`config.mk`:
```
export PLATFORM = sky130hd
export DESIGN_NAME = ilb_queue
export DESIGN_NICKNAME = d
export VERILOG_FILES = /design/src/rtl/ilb_pkg.sv /design/src/rtl/ilb_queue.sv
export SDC_FILE = /design/constraint.sdc
export NUM_CORES = 1
export LEC_CHECK = 0
export BUFFER_PORTS_ARGS = -buffer_cell sky130_fd_sc_hd__buf_2
export CORE_MARGIN = 10
export CORE_UTILIZATION = 39
export DETAILED_ROUTE_END_ITERATION = 12
export GPL_TIMING_DRIVEN = 0
export PLACE_DENSITY = 0.71
export SKIP_CTS_REPAIR_TIMING = 1
export SYNTH_ARGS = -nofsm -noshare
export SYNTH_HDL_FRONTEND = slang
export SYNTH_SLANG_ARGS = --single-unit
```
`constraint.sdc`:
```
create_clock -name clk_i -period 6.9 [get_ports clk_i]
set_input_delay 1.38 -clock clk_i [delete_from_list [all_inputs] [get_ports clk_i]]
set_output_delay 1.38 -clock clk_i [all_outputs]
set_load 0.05 [all_outputs]
```
`src/rtl/ilb_pkg.sv`:
```
// Shared constants, codes and types for the indexed list buffer.
package ilb_pkg;

  localparam int unsigned CAPACITY = 64;
  localparam int unsigned DATA_W = 32;
  localparam int unsigned POS_W = 7;
  localparam int unsigned CNT_OUT_W = 7;
  localparam int unsigned CNT_W = $clog2(CAPACITY + 1);
  localparam int unsigned IDX_W = $clog2(CAPACITY);
  localparam int unsigned CMP_W = (CNT_W > POS_W) ? CNT_W : POS_W;

  localparam int unsigned QUEUE_DEPTH = 2;
  localparam int unsigned QPTR_W = $clog2(QUEUE_DEPTH);
  localparam int unsigned QCNT_W = $clog2(QUEUE_DEPTH + 1);

  typedef enum logic [1:0] {
    OP_INSERT = 2'd0,
    OP_ERASE  = 2'd1,
    OP_READ   = 2'd2,
    OP_WRITE  = 2'd3
  } ilb_op_e;

  typedef enum logic [1:0] {
    ST_OK    = 2'd0,
    ST_RANGE = 2'd1,
    ST_FULL  = 2'd2
  } ilb_status_e;

  typedef struct packed {
    ilb_op_e                   op;
    logic                      shifts;
    logic [POS_W-1:0]          pos;
    logic signed [DATA_W-1:0]  data;
  } ilb_cmd_t;

endpackage

```
`src/rtl/ilb_queue.sv`:
```
// Short command queue between the input stage and the execution stage.
module ilb_queue import ilb_pkg::*; (
  input  logic     clk_i,
  input  logic     rst_ni,
  input  logic     push_valid_i,
  output logic     push_stall_o,
  input  ilb_cmd_t push_cmd_i,
  output logic     pop_valid_o,
  input  logic     pop_i,
  output ilb_cmd_t pop_cmd_o
);

  ilb_cmd_t            mem [QUEUE_DEPTH];
  logic [QPTR_W-1:0]   wr_ptr_q, rd_ptr_q;
  logic [QCNT_W-1:0]   fill_q, fill_d;
  logic                push, pop;

  assign push_stall_o = (fill_q == QCNT_W'(QUEUE_DEPTH));
  assign pop_valid_o  = (fill_q != '0);
  assign push         = push_valid_i && !push_stall_o;
  assign pop          = pop_i && pop_valid_o;
  assign pop_cmd_o    = mem[rd_ptr_q];

  always_comb begin
    fill_d = fill_q;
    if (push && !pop) begin
      fill_d = fill_q + QCNT_W'(1);
    end else if (pop && !push) begin
      fill_d = fill_q - QCNT_W'(1);
    end
  end

  always_ff @(posedge clk_i or negedge rst_ni) begin
    if (!rst_ni) begin
      wr_ptr_q <= '0;
      rd_ptr_q <= '0;
      fill_q   <= '0;
    end else begin
      fill_q <= fill_d;
      if (push) begin
        wr_ptr_q <= wr_ptr_q + QPTR_W'(1);
      end
      if (pop) begin
        rd_ptr_q <= rd_ptr_q + QPTR_W'(1);
      end
    end
  end

  always_ff @(posedge clk_i) begin
    if (push) begin
      mem[wr_ptr_q] <= push_cmd_i;
    end
  end

endmodule

```
==> key figures <==
Run status
  – Outcome: completed

Clock tree
  – CTS Buffer Depth: 2
  – Clk root buf: clkbuf_8
  – Worst-path clk slew: about 0.090 ns
  – CTS tree: built
  – Cts bufs inserted: 9
  – H-tree depth: 3
  – Clk sinks: 88
  – Clock latency on the worst-skew pair: 0.34 ns

Finish
  – Post-Layout Cell Count: 365
  – Final core utilization: 49.3%
  – ANT cells: 0
  – Final instance area: roughly 4300 um^2
  – Nets: 299
  – Share of cells above drive strength 1: ~60%
  – Post-synthesis to final-layout area growth: 24.0%

Routing
  – Drt first pass iters: 4
  – Detailed Route Iter0 Violations: 36
  – Remaining DRCs: 0
  – Avg Vias per Cell: between 4 and 5
  – Routed via count: 1,661
  – Total Routed Length: 6140 um
  – Mean routed wirelength per cell: about 17 um
  – Final ANT Viol Nets: 0

Synthesis
  – Top cell type by total area after synthesis: edfxtp_1
  – Post-Synth Adder-Cell Area: 0.365%
  – Post-Synth XOR/XNOR Area: 1.28%
  – Simple-Gate Fraction of Synth Area: 0.985%
  – Synth Flop Type: edfxtp_1
  – Sequential area share after synthesis: 76.4%
  – Syn avg cell area: 22.9 um^2
  – Synth Area in Compound Gates: 0%
  – Distinct cells, synth: 15
  – Synth top area share: 73.5%
  – Multiplexer area fraction after synthesis: 18.1%
  – Syn_nets: 197
  – Cell area after synthesis: 3430 um^2
  – Dominant cells by area after synthesis: edfxtp_1 (74%), mux2_4 (17%), dfrtp_1 (2.9%), buf_12 (2.3%), mux2_2 (0.98%)
  – Post-synthesis register bit count: 88
  – YS warnings: 0
  – Commonest cells post-synth: edfxtp_1 (84), mux2_4 (39), buf_12 (4), dfrtp_1 (4)
  – Async S/R FF share, synth: 4.55%
  – Top-count cell post-synth: edfxtp_1
  – Mapped Cells: 150
  – Main combinational cell family by area after synthesis: multiplexers
  – Post-synth EDFFs: 84

Die
  – Die Height: 114 um
  – FP Rows: 34
  – Total die area: 12,900 um^2
  – Initial core utilization: 39.7%
  – CORE AREA: 8640 um^2
  – Die width: 114 um
  – Ports: 90

Placement
  – PortBufs: 89
  – Post-DP Area: 4060 um^2
  – Final Wtd Congestion: 0.681
  – Post-placement cell count: 349
  – Hpwl dp: approximately 4400 um

Global routing
  – Global-route wire length before repair: 9500 um
  – Initial antenna violation count: 0
  – Vias in the first global route: between 1,500 and 2,000
  – GRT Total Usage: 9.58%
  – Gr ovfl total: 0
  – Largest net degree at the start of global routing: 28

Timing
  – Total Neg Setup Slack: 0 ns
  – Layout Skew: approximately 0.0073 ns
  – Rel. slew slack: 65.7%
  – Max frequency: 342 MHz
  – Final Setup Violations: 0
  – Period utilization: 42.4%
  – Final Hold Viols: 0
  – Slew Limit Fails: 0
  – Tmin final: 2.92 ns
  – Min Hold Slack: between 0.4 and 0.5 ns
  – Unrepaired setup endpoints after global routing: no
  – Slew @ Worst Pin: 0.514 ns

Min path
  – Hold Path Class: reg2reg

Pwr
  – Leak Pwr: 1.72 nW
  – Maximum vdd drop: between 200 and 250 uV
  – Pwr Density: 500 nW/um^2

Run
  – Max_cap viols: 0

Critical path
  – Critical path startpoint category: flip-flop
  – Crit path required time: ~5.5 ns
  – Critical path class: reg2out
  – Max Fanout on Critical Path: 10
  – Endpoint class of the critical path: output port
  – Critical path data arrival time: 1.54 ns
-- area by class of cell --
| cell class | instances | area (um^2) |
|---|---|---|
| fill | 759 | 4380 |
| sequential | 88 | 2620 |
| multi-input combinational | 55 | 718 |
| timing repair buffer | 91 | 485 |
| tap | 108 | 135 |
| clock buffer | 9 | 124 |
| buffer | 5 | 91.3 |
| clock inverter | 7 | 71.3 |
| inverter | 2 | 7.51 |
-- registers in the layout (all words and copies together), names as in the netlist --
signal    cells
mem          84
rd_ptr_q      1
fill_q        2
wr_ptr_q      1
-- cells by family after synthesis --
| family | Yosys count |
|---|---|
| flip-flops | 88 |
| multiplexers | 42 |
| buffers and inverters | 7 |
| AND/OR/NAND/NOR | 7 |
| XOR/XNOR | 5 |
| adder cells (fa/ha/maj) | 1 |
-- layout by cell type, fill, tap and decap left out, types with 2 or more instances in the layout --
| cell | n |
|---|---|
| dfrtp_1 | 4 |
| mux2_2 | 3 |
| inv_1 | 2 |
| buf_2 | 89 |
| buf_12 | 6 |
| clkbuf_8 | 9 |
| clkinvlp_4 | 2 |
| edfxtp_1 | 84 |
| xnor2_1 | 3 |
| mux2_4 | 39 |
| nand2_1 | 2 |
| xor2_1 | 2 |
-- path summary, 6_finish.rpt --
kind | from | to | slack (ns) | cells after the start
hold reg to reg | fill_q[1]$_DFFE_PN0P_ | fill_q[1]$_DFFE_PN0P_ | 0.49 | 1
min in group asynchronous | rst_ni | fill_q[1]$_DFFE_PN0P_ | 0.83 | 1
setup reg to reg | fill_q[0]$_DFFE_PN0P_ | mem[0][1]$_DFFE_PP_ | 5.17 | 4
setup / recovery | rd_ptr_q$_DFFE_PN0P_ | pop_cmd_o[27] | 3.98 | 4
max in group asynchronous | rst_ni | fill_q[0]$_DFFE_PN0P_ | 5.96 | 1
hold / removal | fill_q[1]$_DFFE_PN0P_ | fill_q[1]$_DFFE_PN0P_ | 0.49 | 1
-- through the flow --
step	setup WS, ns	power, mW
after detailed placement	4.27	1.82
final	3.98	2.13
after floorplan	3.22	1.61
after global placement	2.06	1.79
after global routing	3.91	2.23
after CTS	3.94	2.17
-- critical path: stages (launching register included) --
cell     delay (ns)
dfrtp_1        0.38
buf_6          0.15
buf_12         0.15
mux2_4         0.30
buf_2          0.21
-- per-layer routing --
layer / up-vias / GRT usage (%) / part of all wire (%)
li1: 787 / - / -
met1: 812 / 9.55 / 37
met2: 55 / 16.2 / 53
met3: 7 / 4.83 / 8.9
met4: 0 / 4.76 / 1.4
met5: - / 0 / 0
-- where the power goes --
group	total (mW)	leakage (nW)	internal [mW]	switching, mW
clock	0.346	0.0933	0.167	0.179
sequential	0.766	0.827	0.731	0.0356
combinational	1.02	0.801	0.353	0.663
total	2.13	1.72	1.25	0.878
Power figures use the tool's default switching activity.
