### src/rtl/ilb_pkg.sv
// Shared constants, codes and types for the indexed list buffer.
package ilb_pkg;

  localparam int unsigned CAPACITY = 64;
  localparam int unsigned DATA_W = 32;
  localparam int unsigned POS_W = 7;
  localparam int unsigned CNT_OUT_W = 7;
  localparam int unsigned CNT_W = $clog2(CAPACITY + 1);
  localparam int unsigned IDX_W = $clog2(CAPACITY);
  localparam int unsigned CMP_W = (CNT_W > POS_W) ? CNT_W : POS_W;

  localparam int unsigned QUEUE_DEPTH = 2;
  localparam int unsigned QPTR_W = $clog2(QUEUE_DEPTH);
  localparam int unsigned QCNT_W = $clog2(QUEUE_DEPTH + 1);

  typedef enum logic [1:0] {
    OP_INSERT = 2'd0,
    OP_ERASE  = 2'd1,
    OP_READ   = 2'd2,
    OP_WRITE  = 2'd3
  } ilb_op_e;

  typedef enum logic [1:0] {
    ST_OK    = 2'd0,
    ST_RANGE = 2'd1,
    ST_FULL  = 2'd2
  } ilb_status_e;

  typedef struct packed {
    ilb_op_e                   op;
    logic                      shifts;
    logic [POS_W-1:0]          pos;
    logic signed [DATA_W-1:0]  data;
  } ilb_cmd_t;

endpackage

### src/rtl/ilb_front.sv
// Input stage: registers each transaction and decodes it into a command.
module ilb_front import ilb_pkg::*; (
  input  logic                     clk_i,
  input  logic                     rst_ni,
  input  logic                     in_valid_i,
  output logic                     in_stall_o,
  input  logic [1:0]               opcode_i,
  input  logic [POS_W-1:0]         position_i,
  input  logic signed [DATA_W-1:0] data_in_i,
  output logic                     cmd_valid_o,
  input  logic                     cmd_stall_i,
  output ilb_cmd_t                 cmd_o
);

  logic     valid_q, valid_d;
  ilb_cmd_t cmd_q, cmd_d;
  logic     accept;

  assign in_stall_o = valid_q && cmd_stall_i;
  assign accept     = in_valid_i && !in_stall_o;

  always_comb begin
    valid_d = valid_q;
    if (accept) begin
      valid_d = 1'b1;
    end else if (valid_q && !cmd_stall_i) begin
      valid_d = 1'b0;
    end
    cmd_d.op     = ilb_op_e'(opcode_i);
    // Insert and erase move the cell row; read and write touch one entry.
    cmd_d.shifts = (cmd_d.op == OP_INSERT) || (cmd_d.op == OP_ERASE);
    cmd_d.pos    = position_i;
    cmd_d.data   = data_in_i;
  end

  always_ff @(posedge clk_i or negedge rst_ni) begin
    if (!rst_ni) begin
      valid_q <= 1'b0;
    end else begin
      valid_q <= valid_d;
    end
  end

  always_ff @(posedge clk_i) begin
    if (accept) begin
      cmd_q <= cmd_d;
    end
  end

  assign cmd_valid_o = valid_q;
  assign cmd_o       = cmd_q;

endmodule

### config.mk
export PLATFORM = sky130hd
export DESIGN_NAME = ilb_front
export DESIGN_NICKNAME = d
export VERILOG_FILES = /design/src/rtl/ilb_pkg.sv /design/src/rtl/ilb_front.sv
export SDC_FILE = /design/constraint.sdc
export NUM_CORES = 1
export LEC_CHECK = 0
export BUFFER_PORTS_ARGS = -buffer_cell sky130_fd_sc_hd__buf_2
export CORE_MARGIN = 2
export CORE_UTILIZATION = 28
export DETAILED_ROUTE_END_ITERATION = 10
export GPL_ROUTABILITY_DRIVEN = 0
export SETUP_SLACK_MARGIN = 0.02
export SYNTH_ARGS = -nofsm -noshare
export SYNTH_HDL_FRONTEND = slang
export SYNTH_SLANG_ARGS = --single-unit
### constraint.sdc
create_clock -name clk_i -period 3.35 [get_ports clk_i]
set_clock_uncertainty 0.15 [all_clocks]
set_input_delay 0.67 -clock clk_i [delete_from_list [all_inputs] [get_ports clk_i]]
set_output_delay 0.67 -clock clk_i [all_outputs]
set_load 0.005 [all_outputs]
==> impl_results.md, run 1 <==
* Outcome: completed
* CTS buffer count at 5
* Dpl cells at 188
* Worst path cell trace: buf_2, and2_1, buf_2
* # Max-Cap Violations at 0
* Cell family with most CP delay: buffers and inverters
* Worst Setup SP: cmd_stall_i
* Worst-skew pair later-pin latency at 0.28 ns
* Total GRT Usage at 10.73%
* Antenna violations before repair at 0
* Syn Area/Cell at 27.98 um2
* Final setup viols at 0
* Pwr dens at 592.4 nW/um2
* Htree depth at 2
* Pleak at 0.8533 nW
* Final worst path period share at 56.75%
* Routed via count at 826
* Crit path capture type: output port
* Clk pwr share at 39.6%
* Cell Count, Final, Fillers Out at 197
* RSZ-0062 raised after global routing: no
* Fmax at 526.0 MHz
* Minimum clock period at 1.901 ns
* Port Buffer Count at 88
* Total grt overflow at 0
* 1st-iter DRT viols at 45
* Final Max Slew Viols at 0
* Slew @ Worst Pin at 0.5242 ns
* CP Data Required Time at 2.53 ns
* Warnings, synthesis at 0
* Global-route wire length before repair at 4.064 mm
* Final wirelength at 2.714 mm
* Post-Syn Area at 1315 um2
* Pin count of the biggest net entering global routing at 43
* Die width at 72.53 um
* Die Span Y at 72.53 um
* CTS sink count at 43
* Row cnt at 24
* Flop2flop setup slack at 1.79 ns
* Worst setup path end: in_stall_o
* Worst path arrival time at 1.08 ns
* Number of buffers and inverters on the critical path at 2
* Hold Vio Cnt, Final at 0
* Fillers at 403
* Layout cells sized above 1 at 66.90%
* Register share of total power at 54.0%
* Drc violations at 0
* CP max stage delay at 0.16 ns
* Peak VDD IR at 0.1825 mV
* Core Area at 4444 um2
* Clock transition at path regs at 0.08 ns
* Clk root buf: clkbuf_8
* Sw Share at 17.83%
* Hold Crit Start: data_in_i[6]
* Power share of the combinational group at 6.5%
* Flip-flop and latch count after synthesis at 43
* Worst min path class: in2reg
* CTS Buffer Depth at 2
* WP depth at 3
* WL per Instance at 13.78 um
* Startpoint types: input pin
* Kind of critical path: in2out
* Drt pass-1 iters at 4
* CTS tree: yes
* Initial core utilization at 29.59%
* Int Pwr at 0.9629 mW
* Syn nets at 92
* Reg2reg path depth at 2
* # IOs at 89
* Area of the die at 5261 um2
* Distinct cells, synth at 6
* Area grow syn2layout at 50.43%
* NetSw at 0.2090 mW
* Vias in the first global route at 845
* Reg2reg end: cmd_o[34]
* Via-to-Cell Ratio at 4.193
* Setup TNS at 0 ns
* FF-to-FF Start: cmd_valid_o
* Sequential area share after synthesis at 97.81%
* Nets at 189
* Critical-path maximum fanout at 3
* CP most frequent cell: buf_2
* Slowest-stage cell, CP: and2_1
* Slew margin rel. at 65.05%
* Post-Syn Instances at 47
* Number of antenna-violating nets in the routed design at 0
* Diode count at 0
==> how the worst min path moves through the flow <==
stage	end	slack (ns)	cells past startpoint
after CTS	cmd_o[9]	0.39	1
after detailed placement	cmd_valid_o	0.30	1
final	cmd_o[6]	0.41	1
after floorplan	cmd_valid_o	0.22	0
after global routing	cmd_o[20]	0.38	1
after global placement	cmd_valid_o	0.29	1
==> Yosys cell counts <==
cell	number	area, um2
a21boi_2	1	11.26
a21o_1	1	7.510
and2_1	1	6.260
dfrtp_1	1	25.02
edfxtp_1	42	1261
inv_1	1	3.750
==> power by group through the flow <==
| stage | sequential (mW) | combinational, mW | clock (mW) |
|---|---|---|---|
| 6_report | 0.633 | 0.0756 | 0.464 |
| 2_1_floorplan | 0.651 | 0.0114 | 0 |
| 5_1_grt | 0.636 | 0.0842 | 0.503 |
| 4_1_cts | 0.633 | 0.0778 | 0.479 |
| 3_3_place_gp | 0.644 | 0.0726 | 0 |
| 3_5_place_dp | 0.645 | 0.0769 | 0 |
==> kinds of logic after synthesis <==
group / synth area share, %
buffers and inverters: 0.2852
flip-flops: 97.81
AO/OA/AOI/OAI: 1.427
AND/OR/NAND/NOR: 0.4760
==> worst reg2reg max path, cell delays in order (launching register included) <==
cell	delay [ns]
dfrtp_1	0.43
a21boi_4	0.14
buf_4	0.45
==> registers in the layout, summed over array words and instances, names as in the netlist <==
register,cells
cmd_valid_o,1
cmd_o,42
==> routing by layer <==
layer | up-vias | track usage (%) | wire length (um)
met4 | 0 | 5.556 | 44
met5 | - | 0 | 0
met1 | 380 | 11.13 | 995
li1 | 378 | - | -
met3 | 6 | 5.417 | 344
met2 | 62 | 17.78 | 1330
==> cells in the final DEF (no fill, tap or decap), drive strengths merged <==
cell         synthesis  routed
buf                  0      89
edfxtp              42      42
clkbuf               0       6
bufinv               0       2
inv                  1       1
and2                 1       1
a21boi               1       1
a21o                 1       1
dfrtp                1       1
dlygate4sd3          0       1
==> area by class of cell <==
cell class	count	area, um2	area share [%]
Clock inverter	2	60.06	3.036
Clock buffer	6	72.57	3.669
Timing Repair Buffer	90	457.9	23.15
Inverter	1	3.754	0.1898
Tap cell	52	65.06	3.289
Multi-Input combinational cell	3	32.53	1.645
Sequential cell	43	1286	65.02
==> timing repair <==
action,4_1_cts,5_1_grt
hold buffers,1,0
buffers inserted,0,0
setup endpoints to repair,0,0
hold endpoints to repair,1,0
gates resized for setup,0,0
==> stage by stage <==
step                      hold slack (ns)  utilization [%]  worst slack (ns)  total power [mW]  cell area [um2]
after global routing               0.3827            44.51             1.431             1.223             1978
after detailed placement           0.2951            41.30             1.395            0.7222             1836
final                              0.4055            44.51             1.449             1.172             1978
after floorplan                    0.2244                -            0.9367            0.6621             1315
after CTS                          0.3914            44.51             1.447             1.190             1978
after global placement             0.2944            41.30             1.464            0.7167             1836
Note: power is estimated with default switching activity, not from simulation.
==> run 2: changes to the inputs <==
Clock period 3.35 ns to 1.6 ns, I/O delays scaled along.
==> impl_results.md, run 2 (synthesis results as in run 1) <==
* Outcome: completed
* Drt pass-1 iters at 4
* Global-route wire length before repair at 3.788 mm
* # IOs at 89
* Slew margin rel. at 84.96%
* Critical-path maximum fanout at 4
* Most frequent cells in the layout: 88 x buf_2, 42 x edfxtp_1, 5 x clkbuf_8, 2 x bufinv_16
* Kind of critical path: reg2out
* Final worst path period share at 91.28%
* Via-to-Cell Ratio at 4.071
* Antenna violations before repair at 0
* Fmax at 684.7 MHz
* Startpoint types: flop
* Crit path capture type: output port
* CTS Buffer Depth at 2
* Area grow syn2layout at 51.38%
* Die Span Y at 72.53 um
* CP max stage delay at 0.43 ns
* Number of antenna-violating nets in the routed design at 0
* Port Buffer Count at 88
* Slack of the critical path at 0.1396 ns
* Die width at 72.53 um
* Final wirelength at 2.638 mm
* Total GRT Usage at 9.941%
* Clk root buf: clkbuf_8
* CP Data Required Time at 1.13 ns
* Max reg flops at 42
* CTS sink count at 43
* WL per Instance at 13.39 um
* Row cnt at 24
* # Max-Cap Violations at 0
* Pin count of the biggest net entering global routing at 43
* Total grt overflow at 0
* DP HPWL at 1.923 mm
* RSZ-0062 raised after global routing: no
* 1st-iter DRT viols at 48
* Htree depth at 2
* Worst min path class: in2reg
* Setup TNS at 0 ns
* Nets at 189
* Layout cells sized above 1 at 66.90%
* Hold Vio Cnt, Final at 0
* Worst path arrival time at 0.99 ns
* Post-layout instance area at 1991 um2
* Core Area at 4444 um2
* Pwr dens at 1232 nW/um2
* Commonest non-fill, non-tap cell in the layout: buf_2
* Vias in the first global route at 784
* Final setup viols at 0
* Routed via count at 802
* Slew @ Worst Pin at 0.2255 ns
* CTS tree: yes
* Placed Area at 1848 um2
* Final Max Slew Viols at 0
* Area of the die at 5261 um2
* Worst-skew pair later-pin latency at 0.28 ns
* Initial core utilization at 29.59%
* CTS buffer count at 5
* Drc violations at 0
* Slowest-stage cell, CP: dfrtp_1
* Peak VDD IR at 0.5540 mV
* Diode count at 0
* Clock transition at path regs at 0.08 ns
* Minimum clock period at 1.460 ns
* DP Worst Slack at 0.2606 ns
* Worst path cell trace: and2_1, buf_2
* Pleak at 0.8573 nW
## run 2: repair_timing
action,in CTS,in global routing
buffers inserted,0,0
endpoints found under the hold margin,1,0
hold buffers,1,0
gates resized for setup,0,0
## run 2: through the flow
stage / utilization [%] / hold WS (ns) / instances / total power [mW]
after global routing: 44.79 / 0.03611 / 197 / 2.553
final: 44.79 / 0.05619 / 197 / 2.453
after floorplan: - / -0.1256 / 47 / 1.387
after global placement: 41.58 / -0.05529 / 188 / 1.505
after detailed placement: 41.58 / -0.04901 / 188 / 1.514
after CTS: 44.79 / 0.04362 / 197 / 2.482
## run 2: area by class of cell
type / instances / area [um2]
Clock buffer: 6 / 72.57
Clock inverter: 2 / 60.06
Fill cell: 405 / 2454
Inverter: 1 / 3.754
Multi-Input combinational cell: 3 / 32.53
Sequential cell: 43 / 1286
Tap cell: 52 / 65.06
Timing Repair Buffer: 90 / 470.5
## run 2: final timing paths
path | start | to | cells after the start | slack (ns)
max | cmd_valid_o | in_stall_o | 2 | 0.14
min | position_i[5] | cmd_o[37] | 1 | 0.06
max reg2reg | cmd_valid_o | cmd_o[26] | 2 | 0.26
min reg2reg | cmd_valid_o | cmd_valid_o | 1 | 0.44
max in group asynchronous | rst_ni | cmd_valid_o | 2 | 1.03
min in group asynchronous | rst_ni | cmd_valid_o | 2 | 0.18
## run 2: critical path, delay by kind of cell, from the launching register on
family	cells	cell delay, ns
simple gates	1	0.15
flops	1	0.43
buf+inv	1	0.12
## run 2: layer usage
metal | vias up | track usage [%] | part of all wire (%)
li1 | 377 | - | -
met1 | 358 | 10.41 | 38
met2 | 63 | 16.16 | 47
met3 | 4 | 5.417 | 14
met4 | 0 | 4.938 | 1.4
met5 | - | 0 | 0
## run 2: power breakdown
| part | switching (mW) | internal [mW] | total [mW] |
|---|---|---|---|
| clock network | 0.344 | 0.623 | 0.967 |
| registers | 0.0147 | 1.31 | 1.32 |
| logic | 0.0744 | 0.0873 | 0.162 |
| total | 0.433 | 2.02 | 2.45 |
==> run 3: changes to the inputs <==
Settings changed: CELL_PAD_IN_SITES_DETAIL_PLACEMENT set to 0, CELL_PAD_IN_SITES_GLOBAL_PLACEMENT set to 1, PLACE_DENSITY_LB_ADDON set to 0.1.
==> impl_results.md, run 3 (synthesis results as in run 1) <==
* Minimum clock period at 1.448 ns
* Row cnt at 24
* Most Crowded Layer GR: met2
* Hold Path Cell Cnt at 1
* Outcome: completed
* Hold Crit Start: data_in_i[1]
* Area of the die at 5261 um2
* Hold Vio Cnt, Final at 0
* Worst min path class: in2reg
* Clock transition at path regs at 0.07 ns
* Cts hold-fix bufs at 1
* Dpl cells at 188
* Via-to-Cell Ratio at 3.975
* Routed via count at 783
* Worst Setup SP: cmd_valid_o
* # IOs at 89
* Antenna violations before repair at 0
* Total grt overflow at 0
* CP Data Required Time at 1.13 ns
* Met3 usage at 6.528%
* Vias in the first global route at 817
* WL per Instance at 12.70 um
* Die width at 72.53 um
* Pwr dens at 1091 nW/um2
* FF-to-FF Start: cmd_valid_o
* Met2 track demand over resource at 16.67%
* Peak VDD IR at 0.3896 mV
* Drt pass-1 iters at 4
* Critical-path maximum fanout at 4
* Htree depth at 2
* Initial core utilization at 29.59%
* Most frequent cells in the layout: 88 x buf_2, 42 x edfxtp_1, 5 x clkbuf_8, 3 x clkbuf_1
* Crit path capture type: output port
* Max reg flops at 42
* Hold Path Sink: cmd_o[1]
* Number of antenna-violating nets in the routed design at 0
* Cell Count, Final, Fillers Out at 197
* Layout cells sized above 1 at 65.52%
* Fmax at 690.8 MHz
* Met1 Use GR at 10.56%
* Commonest non-fill, non-tap cell in the layout: buf_2
* Final wirelength at 2.502 mm
* Worst path arrival time at 0.98 ns
* Slack of the critical path at 0.1523 ns
* Port Buffer Count at 88
* Post-CTS sizing at 0
* Total GRT Usage at 10.11%
* DP Worst Slack at 0.2591 ns
* Diode count at 0
* Reg2reg path depth at 2
* CTS sink count at 43
* Kind of critical path: reg2out
* Slew margin rel. at 85.32%
* Area grow syn2layout at 47.38%
* CTS Buffer Depth at 2
* Die Span Y at 72.53 um
* Final setup viols at 0
* Global-route wire length before repair at 3.884 mm
* Setup bufs post-CTS at 0
* Reg2reg end: cmd_o[8]
* Hold WS at 0.05576 ns
* Worst-skew pair later-pin latency at 0.28 ns
* Drc violations at 0
* Final worst path period share at 90.48%
* CTS buffer count at 5
* Nets at 189
* CTS tree: yes
* Startpoint types: flop
* Placed Area at 1848 um2
* Flop2flop setup slack at 0.27 ns
* Clk root buf: clkbuf_8
* 1st-iter DRT viols at 48
* Slew @ Worst Pin at 0.2203 ns
* Pin count of the biggest net entering global routing at 43
* Pleak at 0.8314 nW
* # Max-Cap Violations at 0
* RSZ-0062 raised after global routing: no
* Final Max Slew Viols at 0
* Core Area at 4444 um2
* Post-layout instance area at 1938 um2
## run 3: cell count changes in the layout (fill, tap and decap cells not counted), sizes merged
cell	before	now
bufinv	2	0
clkbuf	6	8
## run 3: routing by layer
metal | wire length, um | share of wire, %
met1 | 881 | 35
met2 | 1282 | 51
met3 | 338 | 14
met4 | 0 | 0
met5 | 0 | 0
## run 3: worst max-delay path by stage
stage | endpoint | slack [ns] | cells after the start
detailed placement | cmd_o[1] | 0.26 | 2
global placement | cmd_o[1] | 0.29 | 3
CTS | in_stall_o | 0.13 | 2
global route | in_stall_o | 0.08 | 2
floorplan | cmd_o[0] | -0.15 | 1
finish | in_stall_o | 0.15 | 2
## run 3: layout make-up
type	count	area (um2)
flip-flops and latches	43	1286
inverters	1	3.754
well taps	52	65.06
repair buffers	90	470.5
multi-input cells	3	32.53
fillers	409	2506
clock buffers	8	80.08
## run 3: stage by stage
step	TNS [ns]	util, %	power [mW]
floorplan	-6.105	-	1.387
global placement	0	41.58	1.509
detailed placement	0	41.58	1.514
CTS	0	43.61	2.153
global route	0	43.61	2.232
finish	0	43.61	2.115
## run 3: critical path, cell delays in order (launching register included)
cell and delay [ns]:
dfrtp_1 0.43, and2_1 0.15, buf_2 0.12
## run 3: where the power goes
part	switching, mW	internal, mW	total (mW)
Combinational	0.0730	0.0872	0.160
Clock	0.321	0.310	0.631
Sequential	0.0142	1.31	1.32
